[src/hdl/ktb_pkg.sv]
// Shared types and constants for the keyframe timeline bracket block.
// Used by the core, the serial divider and the checker.
// No dependencies.
`timescale 1ns / 1ps
`default_nettype none

package ktb_pkg;

  // Time values are unsigned Q16.8.
  localparam int TIME_W = 24;
  // Width of the slot index fields in a result.
  localparam int IDX_W = 5;
  // Width of the Q0.16 mix fraction.
  localparam int MIX_W = 16;
  // Divider dividend width: covers the magnitude of any unwrapped time.
  localparam int DIV_NUM_W = TIME_W + 1;
  // Width of the divider step counter.
  localparam int DIV_CNT_W = 5;
  // Steps of the wrap remainder and of the mix quotient.
  localparam logic [DIV_CNT_W-1:0] MOD_STEPS = DIV_CNT_W'(DIV_NUM_W);
  localparam logic [DIV_CNT_W-1:0] MIX_STEPS = DIV_CNT_W'(MIX_W);
  // Animation length after reset.
  localparam logic [TIME_W-1:0] LEN_RESET = TIME_W'(256);

  // Result status codes.
  typedef enum logic [1:0] {
    STATUS_OK    = 2'd0,
    STATUS_RANGE = 2'd1,
    STATUS_DUP   = 2'd2,
    STATUS_FULL  = 2'd3
  } status_e;

  // One request item.
  typedef struct packed {
    logic                     req_type;
    logic signed [TIME_W-1:0] delta;
    logic                     loop_mode;
    logic [TIME_W-1:0]        key_time;
  } req_t;

  // One result item.
  typedef struct packed {
    status_e           status;
    logic [TIME_W-1:0] new_time;
    logic              end_reached;
    logic [IDX_W-1:0]  prev_index;
    logic              prev_valid;
    logic [IDX_W-1:0]  next_index;
    logic              next_valid;
    logic              exact_hit;
    logic [MIX_W-1:0]  mix;
  } rsp_t;

  // Command to the shared serial divider.
  typedef struct packed {
    logic                 start;
    logic [TIME_W-1:0]    init_rem;
    logic [DIV_NUM_W-1:0] numer;
    logic [TIME_W-1:0]    den;
    logic [DIV_CNT_W-1:0] steps;
  } div_cmd_t;

  // Result of the shared serial divider.
  typedef struct packed {
    logic                 done;
    logic [TIME_W-1:0]    rem;
    logic [DIV_NUM_W-1:0] quo;
  } div_res_t;

endpackage

`default_nettype wire

[src/hdl/ktb_stream_if.sv]
// Valid/ready stream interface used for the request and result channels.
// The payload type is chosen per instance, normally a struct from ktb_pkg.
`timescale 1ns / 1ps
`default_nettype none

interface ktb_stream_if #(
  parameter type payload_t = logic
);
  logic     valid;
  logic     ready;
  payload_t payload;

  modport source (output valid, output payload, input ready);
  modport sink (input valid, input payload, output ready);
endinterface

`default_nettype wire

[src/hdl/ktb_div.sv]
// Shared restoring divider, one quotient bit per cycle.
// Serves both the loop-mode wrap remainder and the mix fraction.
// Depends on ktb_pkg.
`timescale 1ns / 1ps
`default_nettype none

module ktb_div (
  input  logic              clk_i,
  input  logic              rst_ni,
  input  ktb_pkg::div_cmd_t cmd_i,
  output ktb_pkg::div_res_t res_o
);
  import ktb_pkg::*;

  logic                 busy_q;
  logic                 done_q;
  logic [DIV_CNT_W-1:0] cnt_q;
  logic [TIME_W-1:0]    rem_q;
  logic [DIV_NUM_W-1:0] num_q;
  logic [DIV_NUM_W-1:0] quo_q;
  logic [TIME_W-1:0]    den_q;

  logic [TIME_W:0]      trial;
  logic                 fits;
  logic [TIME_W:0]      diff;

  // One step: shift the next dividend bit into the partial remainder and subtract if it fits.
  always_comb begin
    trial = {rem_q, num_q[DIV_NUM_W-1]};
    fits  = trial >= {1'b0, den_q};
    diff  = trial - {1'b0, den_q};
  end

  // Step counter and completion pulse.
  always_ff @(posedge clk_i or negedge rst_ni) begin
    if (!rst_ni) begin
      busy_q <= 1'b0;
      done_q <= 1'b0;
      cnt_q  <= '0;
    end else begin
      done_q <= 1'b0;
      if (cmd_i.start && !busy_q) begin
        busy_q <= 1'b1;
        cnt_q  <= cmd_i.steps;
      end else if (busy_q) begin
        cnt_q <= cnt_q - DIV_CNT_W'(1);
        if (cnt_q == DIV_CNT_W'(1)) begin
          busy_q <= 1'b0;
          done_q <= 1'b1;
        end
      end
    end
  end

  // Remainder, dividend and quotient shift registers.
  always_ff @(posedge clk_i) begin
    if (cmd_i.start && !busy_q) begin
      rem_q <= cmd_i.init_rem;
      num_q <= cmd_i.numer;
      den_q <= cmd_i.den;
      quo_q <= '0;
    end else if (busy_q) begin
      rem_q <= fits ? diff[TIME_W-1:0] : trial[TIME_W-1:0];
      num_q <= {num_q[DIV_NUM_W-2:0], 1'b0};
      quo_q <= {quo_q[DIV_NUM_W-2:0], fits};
    end
  end

  assign res_o.done = done_q;
  assign res_o.rem  = rem_q;
  assign res_o.quo  = quo_q;

endmodule

`default_nettype wire

[src/hdl/keyframe_timeline_bracket_core.sv]
// Keyframe timeline bracket search: keyframe table, playback time and result register.
// Depends on ktb_pkg, ktb_stream_if and ktb_div.
//
// Usage: requests arrive on the req stream (valid/ready, payload ktb_pkg::req_t) and one
// result per request leaves on the rsp stream (payload ktb_pkg::rsp_t). A request with
// req_type 1 adds a keyframe time; one with req_type 0 moves the playback time by delta,
// wrapping in loop mode and clamping otherwise. Every result reports the keyframes that
// bracket the playback time and the Q0.16 mix fraction between them. The animation length
// is to be written through cfg_we_i/cfg_wdata_i only while the block is idle; the block
// itself does not enforce this. A zero write is ignored.
// The table is read one slot per cycle from its registered memory port; a bracket scan
// visits all MAX_KEYFRAMES slots. An advance may first compute the loop wrap remainder, and
// the mix fraction is computed when the time lies strictly between two keyframes; both run
// on the shared bit-serial divider. An add runs a duplicate scan before the bracket scan,
// which may then need the mix fraction too. One request is in work at a time; req.ready is
// high only while the block is idle.
//
// A finished result waits in an output register, so a stalled receiver does not stop the
// next request from being accepted; the block then holds its next result until the
// register frees. Reset empties the table, sets the time to zero and the length to 256.
`timescale 1ns / 1ps
`default_nettype none

module keyframe_timeline_bracket_core #(
  parameter int MAX_KEYFRAMES = 32
) (
  input  logic                         clk_i,
  input  logic                         rst_ni,
  input  logic                         cfg_we_i,
  input  logic [ktb_pkg::TIME_W-1:0]   cfg_wdata_i,
  ktb_stream_if.sink                   req,
  ktb_stream_if.source                 rsp
);
  import ktb_pkg::*;

  localparam int AW = (MAX_KEYFRAMES > 1) ? $clog2(MAX_KEYFRAMES) : 1;
  localparam int CW = $clog2(MAX_KEYFRAMES + 1);
  localparam logic [CW-1:0] SCAN_END = CW'(MAX_KEYFRAMES);
  localparam int TP_W = TIME_W + 2;

  localparam logic [2:0] S_IDLE = 3'd0;
  localparam logic [2:0] S_ADV  = 3'd1;
  localparam logic [2:0] S_MOD  = 3'd2;
  localparam logic [2:0] S_CHK  = 3'd3;
  localparam logic [2:0] S_SCAN = 3'd4;
  localparam logic [2:0] S_DIV  = 3'd5;
  localparam logic [2:0] S_DONE = 3'd6;

  req_t req_pl;
  assign req_pl = req.payload;

  // Sequencer and configuration state.
  logic [2:0]        state_q, state_d;
  logic [TIME_W-1:0] len_q;
  logic [TIME_W-1:0] cur_q, cur_d;
  logic signed [TP_W-1:0] tp_q, tp_d;
  logic              loop_q, loop_d;
  logic              neg_q, neg_d;
  logic [TIME_W-1:0] kt_q, kt_d;
  status_e           status_q, status_d;
  logic              end_q, end_d;
  logic [MIX_W-1:0]  mix_q, mix_d;

  // Table storage.
  logic [TIME_W-1:0]        key_mem [MAX_KEYFRAMES];
  logic [MAX_KEYFRAMES-1:0] used_q;
  logic                     mem_we;
  logic [AW-1:0]            rd_addr;
  logic [TIME_W-1:0]        rd_data_q;

  // Scan pipeline.
  logic [CW-1:0] idx_q;
  logic          pipe_vld_q;
  logic          pipe_used_q;
  logic [AW-1:0] pipe_idx_q;
  logic          scanning, scan_issue, scan_done, scan_start;

  // Scan findings.
  logic              dup_q, dup_d;
  logic              free_vld_q, free_vld_d;
  logic [AW-1:0]     free_q, free_d;
  logic              hit_q, hit_d;
  logic              hp_q, hp_d;
  logic              hn_q, hn_d;
  logic [AW-1:0]     pi_q, pi_d;
  logic [AW-1:0]     ni_q, ni_d;
  logic [TIME_W-1:0] pt_q, pt_d;
  logic [TIME_W-1:0] nt_q, nt_d;

  // Output register.
  logic rsp_vld_q;
  rsp_t rsp_q;
  logic rsp_load;

  // Shared divider.
  div_cmd_t div_cmd;
  div_res_t div_res;

  logic signed [TP_W-1:0] len_s;
  logic                   tp_above, tp_below;
  logic [TP_W-1:0]        tp_dec, tp_abs;

  assign len_s    = $signed({2'b00, len_q});
  assign tp_above = tp_q > len_s;
  assign tp_below = tp_q[TP_W-1];
  assign tp_dec   = tp_q - TP_W'(1);
  assign tp_abs   = -tp_q;

  assign scanning   = (state_q == S_CHK) || (state_q == S_SCAN);
  assign scan_issue = scanning && (idx_q != SCAN_END);
  assign scan_done  = scanning && (idx_q == SCAN_END) && !pipe_vld_q;
  assign rd_addr    = idx_q[AW-1:0];

  assign req.ready   = (state_q == S_IDLE);
  assign rsp.valid   = rsp_vld_q;
  assign rsp.payload = rsp_q;

  ktb_div u_div (
    .clk_i (clk_i),
    .rst_ni(rst_ni),
    .cmd_i (div_cmd),
    .res_o (div_res)
  );

  // Keyframe time memory: one write port, one registered read port.
  always_ff @(posedge clk_i) begin
    if (mem_we) begin
      key_mem[free_q] <= kt_q;
    end
    rd_data_q <= key_mem[rd_addr];
  end

  // Sequencer, scan evaluation and result assembly.
  always_comb begin
    state_d    = state_q;
    cur_d      = cur_q;
    tp_d       = tp_q;
    loop_d     = loop_q;
    neg_d      = neg_q;
    kt_d       = kt_q;
    status_d   = status_q;
    end_d      = end_q;
    mix_d      = mix_q;
    dup_d      = dup_q;
    free_vld_d = free_vld_q;
    free_d     = free_q;
    hit_d      = hit_q;
    hp_d       = hp_q;
    hn_d       = hn_q;
    pi_d       = pi_q;
    ni_d       = ni_q;
    pt_d       = pt_q;
    nt_d       = nt_q;
    scan_start = 1'b0;
    mem_we     = 1'b0;
    rsp_load   = 1'b0;
    div_cmd    = '0;

    // Evaluate the slot read in the previous cycle.
    if (pipe_vld_q) begin
      if (state_q == S_CHK) begin
        if (pipe_used_q && (rd_data_q == kt_q)) begin
          dup_d = 1'b1;
        end
        if (!pipe_used_q && !free_vld_q) begin
          free_vld_d = 1'b1;
          free_d     = pipe_idx_q;
        end
      end else if (pipe_used_q && !hit_q) begin
        if (rd_data_q == cur_q) begin
          hit_d = 1'b1;
          hp_d  = 1'b1;
          pi_d  = pipe_idx_q;
        end else if (rd_data_q < cur_q) begin
          if (!hp_q || (rd_data_q > pt_q)) begin
            hp_d = 1'b1;
            pt_d = rd_data_q;
            pi_d = pipe_idx_q;
          end
        end else if (!hn_q || (rd_data_q < nt_q)) begin
          hn_d = 1'b1;
          nt_d = rd_data_q;
          ni_d = pipe_idx_q;
        end
      end
    end

    unique case (state_q)
      S_IDLE: begin
        if (req.valid) begin
          status_d = STATUS_OK;
          end_d    = 1'b0;
          if (req_pl.req_type) begin
            kt_d       = req_pl.key_time;
            scan_start = 1'b1;
            state_d    = S_CHK;
          end else begin
            tp_d    = $signed({2'b00, cur_q})
                    + $signed({{2{req_pl.delta[TIME_W-1]}}, req_pl.delta});
            loop_d  = req_pl.loop_mode;
            state_d = S_ADV;
          end
        end
      end
      S_ADV: begin
        if (loop_q && (tp_above || tp_below)) begin
          // Wrap needs a remainder by the length.
          neg_d            = tp_below;
          div_cmd.start    = 1'b1;
          div_cmd.init_rem = '0;
          div_cmd.numer    = tp_below ? tp_abs[DIV_NUM_W-1:0] : tp_dec[DIV_NUM_W-1:0];
          div_cmd.den      = len_q;
          div_cmd.steps    = MOD_STEPS;
          state_d          = S_MOD;
        end else begin
          if (tp_above) begin
            cur_d = len_q;
            end_d = 1'b1;
          end else if (tp_below) begin
            cur_d = '0;
            end_d = 1'b1;
          end else begin
            cur_d = tp_q[TIME_W-1:0];
          end
          scan_start = 1'b1;
          state_d    = S_SCAN;
        end
      end
      S_MOD: begin
        if (div_res.done) begin
          if (neg_q) begin
            cur_d = (div_res.rem == '0) ? '0 : len_q - div_res.rem;
          end else begin
            cur_d = div_res.rem + TIME_W'(1);
          end
          scan_start = 1'b1;
          state_d    = S_SCAN;
        end
      end
      S_CHK: begin
        if (scan_done) begin
          priority if (kt_q > len_q) begin
            status_d = STATUS_RANGE;
          end else if (dup_q) begin
            status_d = STATUS_DUP;
          end else if (!free_vld_q) begin
            status_d = STATUS_FULL;
          end else begin
            mem_we = 1'b1;
          end
          scan_start = 1'b1;
          state_d    = S_SCAN;
        end
      end
      S_SCAN: begin
        if (scan_done) begin
          if (!hit_q && hp_q && hn_q) begin
            div_cmd.start    = 1'b1;
            div_cmd.init_rem = cur_q - pt_q;
            div_cmd.numer    = '0;
            div_cmd.den      = nt_q - pt_q;
            div_cmd.steps    = MIX_STEPS;
            state_d          = S_DIV;
          end else begin
            mix_d   = '0;
            state_d = S_DONE;
          end
        end
      end
      S_DIV: begin
        if (div_res.done) begin
          mix_d   = div_res.quo[MIX_W-1:0];
          state_d = S_DONE;
        end
      end
      S_DONE: begin
        if (!rsp_vld_q || rsp.ready) begin
          rsp_load = 1'b1;
          state_d  = S_IDLE;
        end
      end
      default: begin
        state_d = S_IDLE;
      end
    endcase

    // A new scan starts with empty findings.
    if (scan_start) begin
      dup_d      = 1'b0;
      free_vld_d = 1'b0;
      hit_d      = 1'b0;
      hp_d       = 1'b0;
      hn_d       = 1'b0;
      pi_d       = '0;
      ni_d       = '0;
    end
  end

  // Control state.
  always_ff @(posedge clk_i or negedge rst_ni) begin
    if (!rst_ni) begin
      state_q    <= S_IDLE;
      len_q      <= LEN_RESET;
      cur_q      <= '0;
      used_q     <= '0;
      idx_q      <= '0;
      pipe_vld_q <= 1'b0;
      rsp_vld_q  <= 1'b0;
      dup_q      <= 1'b0;
      free_vld_q <= 1'b0;
      hit_q      <= 1'b0;
      hp_q       <= 1'b0;
      hn_q       <= 1'b0;
      pi_q       <= '0;
      ni_q       <= '0;
    end else begin
      state_q    <= state_d;
      cur_q      <= cur_d;
      dup_q      <= dup_d;
      free_vld_q <= free_vld_d;
      hit_q      <= hit_d;
      hp_q       <= hp_d;
      hn_q       <= hn_d;
      pi_q       <= pi_d;
      ni_q       <= ni_d;
      pipe_vld_q <= scan_issue;
      if (cfg_we_i && (cfg_wdata_i != '0)) begin
        len_q <= cfg_wdata_i;
      end
      if (mem_we) begin
        used_q[free_q] <= 1'b1;
      end
      if (scan_start) begin
        idx_q <= '0;
      end else if (scan_issue) begin
        idx_q <= idx_q + CW'(1);
      end
      if (rsp_load) begin
        rsp_vld_q <= 1'b1;
      end else if (rsp.ready) begin
        rsp_vld_q <= 1'b0;
      end
    end
  end

  // Datapath registers.
  always_ff @(posedge clk_i) begin
    tp_q        <= tp_d;
    loop_q      <= loop_d;
    neg_q       <= neg_d;
    kt_q        <= kt_d;
    status_q    <= status_d;
    end_q       <= end_d;
    mix_q       <= mix_d;
    free_q      <= free_d;
    pt_q        <= pt_d;
    nt_q        <= nt_d;
    pipe_used_q <= used_q[rd_addr];
    pipe_idx_q  <= rd_addr;
    if (rsp_load) begin
      rsp_q.status      <= status_q;
      rsp_q.new_time    <= cur_q;
      rsp_q.end_reached <= end_q;
      rsp_q.prev_index  <= IDX_W'(pi_q);
      rsp_q.prev_valid  <= hp_q;
      rsp_q.next_index  <= hit_q ? '0 : IDX_W'(ni_q);
      rsp_q.next_valid  <= hn_q && !hit_q;
      rsp_q.exact_hit   <= hit_q;
      rsp_q.mix         <= mix_q;
    end
  end

endmodule

`default_nettype wire

[src/flat_wrapper.sv]
// flat-port wrapper written by rule: the top's interface ports become plain ports
module keyframe_timeline_bracket_core_flat import ktb_pkg::*;
#(
  parameter int MAX_KEYFRAMES = 32
)
  (clk_i, rst_ni, cfg_we_i, cfg_wdata_i, req_valid, req_payload, req_ready, rsp_valid, rsp_payload, rsp_ready);
  ktb_stream_if req_i ();
  ktb_stream_if rsp_i ();
  input  logic clk_i;
  input  logic rst_ni;
  input  logic cfg_we_i;
  input  logic [ktb_pkg::TIME_W-1:0] cfg_wdata_i;
  input wire logic [$bits(req_i.valid)-1:0] req_valid;
  input wire logic [$bits(req_i.payload)-1:0] req_payload;
  output wire logic [$bits(req_i.ready)-1:0] req_ready;
  output wire logic [$bits(rsp_i.valid)-1:0] rsp_valid;
  output wire logic [$bits(rsp_i.payload)-1:0] rsp_payload;
  input wire logic [$bits(rsp_i.ready)-1:0] rsp_ready;
  assign req_i.valid = req_valid;
  assign req_i.payload = req_payload;
  assign req_ready = req_i.ready;
  assign rsp_valid = rsp_i.valid;
  assign rsp_payload = rsp_i.payload;
  assign rsp_i.ready = rsp_ready;
  keyframe_timeline_bracket_core #(.MAX_KEYFRAMES(MAX_KEYFRAMES)) u_core (.clk_i(clk_i), .rst_ni(rst_ni), .cfg_we_i(cfg_we_i), .cfg_wdata_i(cfg_wdata_i), .req(req_i), .rsp(rsp_i));
endmodule
[config.mk]
export PLATFORM = sky130hd
export DESIGN_NAME = keyframe_timeline_bracket_core_flat
export DESIGN_NICKNAME = d
export VERILOG_FILES = /design/src/hdl/ktb_pkg.sv /design/src/hdl/ktb_stream_if.sv /design/src/hdl/ktb_div.sv /design/src/hdl/keyframe_timeline_bracket_core.sv /design/src/flat_wrapper.sv
export SDC_FILE = /design/constraint.sdc
export NUM_CORES = 1
export LEC_CHECK = 0
export ABC_AREA = 1
export BUFFER_PORTS_ARGS = -buffer_cell sky130_fd_sc_hd__buf_2
export CORE_UTILIZATION = 40
export DETAILED_ROUTE_END_ITERATION = 6
export PLACE_DENSITY_LB_ADDON = 0.2
export SYNTH_ARGS = -nofsm -noshare
export SYNTH_HDL_FRONTEND = slang
export SYNTH_HIERARCHICAL = 1
export SYNTH_SLANG_ARGS = --single-unit
[constraint.sdc]
create_clock -name clk_i -period 5.5 [get_ports clk_i]
set_input_delay 1.1 -clock clk_i [delete_from_list [all_inputs] [get_ports clk_i]]
set_output_delay 1.1 -clock clk_i [all_outputs]
set_load 0.02 [all_outputs]
==> impl_metrics.yaml <==
setup_path:
  rrSetupSlack_ps: 1610
  r2r_cells: 11
  cp_slowest_cell: "dfrtp_1"
  rr_endpoint: "u_core/u_div/rem_q[18]"
  r2r-start: "u_core/idx_q[0]"
  crit_chain: "clkinv_1 -> ha_1 -> nand2_1 -> nor2_1 -> nand3_1 -> nor3_2 -> nand3_1 -> buf_4 -> inv_1 -> nor2_1 -> inv_2"
  worst-setup-path-type: "flop to flop"
  worst-path-max-fanout: 51
  crit_path_end_kind: "flop"
  start_kind: "flop"
  crit_arrival_ps: 4000
  required_ps: 5610
  slowest_delay_ps: 760
  crit_path_start: "u_core/idx_q[0]"
routing:
  drc: 1
  drt_iter0_markers: 627
  ant_nets: 0
  wl_per_cell_um: 13.6
  dr.pass1.iters: 7
  viasPerCell: 4.86
  wl_mm: 29.0
  dr_total_vias: 10342
floorplan:
  start_util_pct: 41.0
  dieArea_mm2: 0.0323
  ioPinCount: 33
  core_area_mm2: 0.0308
  fp.dieH_um: 180
  num_rows: 64
  die_x_um: 180
synthesis:
  synth_warnings: 6
  postSynthAreaPerCell_um2: 7.74
  synth_cells: 1635
  synth_area_mm2: 0.0126
worst_hold_path:
  whs_path_depth: 0
  hold_class: "flop to flop"
  min_from: "u_core/idx_q[4]"
  holdPathEnd: "u_core/pipe_idx_q[4]"
placed_design:
  place.gp.congestion: 0.904
  dpl.hpwl_mm: 21.5
  place_ws_ps: 1620
  dp.cells: 2078
  portBuffers: 31
  post_dp_cell_area_mm2: 0.0134
clock_network:
  cts_tree: "done"
  cts-root-buf: "clkbuf_16"
  cts_resized: 0
  clk_latency_ps: 540
  cts_hold_buffers: 0
  h-tree-depth: 1
  clock-sinks: 214
  clkSlewWorstSetupHoldPaths_ps: 60
  numCtsBuffers: 26
  postCtsSetupBuffers: 0
  clockBufferDepth: 3
layout:
  num_antenna_cells: 0
  final_util_pct: 46.1
  drive_gt1_share_pct: 6.94
  n_fill_cell: 3097
  nets: 1794
  final_cells: 2126
  fin_area_mm2: 0.0142
  areaGrowthSynthToFinish_pct: 12.5
sta:
  worst_pin_slew_ps: 1120
  drv_slew: 0
  skew_ps: 14.4
  hold_slack_ps: 396
  max_freq_ghz: 0.257
  hold_viol: 0
  layout_min_cycle_time_ps: 3890
  rsz0062_at_grt: "no"
  timing.setup.tns_ps: 0
  min_period_over_period_pct: 70.8
  relSlewSlack_pct: 25.4
  layout_setup_ws_ps: 1610
  finalSetupViolCount: 0
run:
  max_cap_viol_count: 0
grt:
  overflow: 0
  antenna_found_initial: 0
  grt_pass1_wl_mm: 49.1
  grt_pass1_vias: 9906
  grt_max_degree: 78
  grt_usage_pct: 18.3
outcome:
  status: "complete, but fails checks"
  violations: "design-rule violations"
power_and_ir_drop:
  total_power_mw: 3.53
  vdd_ir_drop_max_mv: 0.249
  p_leak_nw: 6.93
  power_density_mw_per_mm2: 248
[flip-flops by register name, indices dropped and copies added (netlist names), 3 cells and up]
signal              cells
u_core/cur_q           24
u_core/free_q           5
u_core/idx_q            6
u_core/len_q           24
u_core/pipe_idx_q       5
u_core/state_q          3
u_core/tp_q            24
u_core/u_div/cnt_q      5
u_core/u_div/den_q     24
u_core/u_div/num_q     25
u_core/u_div/rem_q     24
u_core/used_q          32
[power by group]
group          switching (mW)  internal, mW  leakage, nW
logic                  0.0919        0.0446         4.14
clock network           0.670          1.03        0.423
registers             0.00697          1.69         2.37
total                   0.769          2.76         6.93
[area by class of cell]
type,instances,area (um^2),area share [%]
Sequential cell,214,5840,41.1
Clock buffer,41,779,5.48
Timing Repair Buffer,39,218,1.53
Multi-Input combinational cell,1155,5770,40.6
Inverter,274,1030,7.23
Tap cell,396,495,3.48
Clock inverter,7,90.1,0.633
[layout by cell type, fill, tap and decap left out, types with 3 or more instances in the layout]
master,instances
inv_2,6
nor4_1,4
nand4_1,16
a21oi_1,97
o21bai_1,18
dfxtp_1,7
nor3_1,16
xor2_1,11
conb_1,53
edfxtp_1,104
nor2_1,146
nor2_2,5
buf_4,9
nand3_1,120
xnor2_1,12
nand2_2,10
nand2_1,462
clkinv_2,3
a21oi_2,3
ha_1,53
dfrtp_1,102
clkbuf_16,28
or2_2,3
inv_1,264
nand3b_1,27
nor2_4,4
o21ai_1,14
nand3_2,6
o211ai_1,3
and2_1,3
clkbuf_1,10
clkbuf_8,3
clkinv_1,5
o22ai_1,3
buf_2,30
o21ai_0,50
[worst max-delay path: cells and delay by family, from the launching register on]
| kind | cells | cell delay [ps] |
|---|---|---|
| buffers and inverters | 4 | 1540 |
| flip-flops | 1 | 760 |
| AND/OR/NAND/NOR | 6 | 730 |
| adder cells (fa/ha/maj) | 1 | 400 |
[routing by layer]
layer / GRT usage, % / wire (um) / vias up
li1: - / - / 5337
met1: 25.4 / 14000 / 4822
met2: 30.2 / 13500 / 151
met3: 2.33 / 968 / 32
met4: 4.48 / 521 / 0
met5: 0 / 0 / -
[how the worst max path moves through the flow]
| stage | cells after the start | endpoint |
|---|---|---|
| 3_3_place_gp | 11 | u_core/u_div/rem_q[18] |
| 3_5_place_dp | 11 | u_core/u_div/rem_q[18] |
| 4_1_cts | 11 | u_core/u_div/rem_q[18] |
| 5_1_grt | 12 | u_core/u_div/cnt_q[1] |
| 2_1_floorplan | 14 | u_core/u_div/num_q[0] |
| 6_report | 11 | u_core/u_div/rem_q[18] |
No activity file was read; power rests on OpenSTA's default activity.
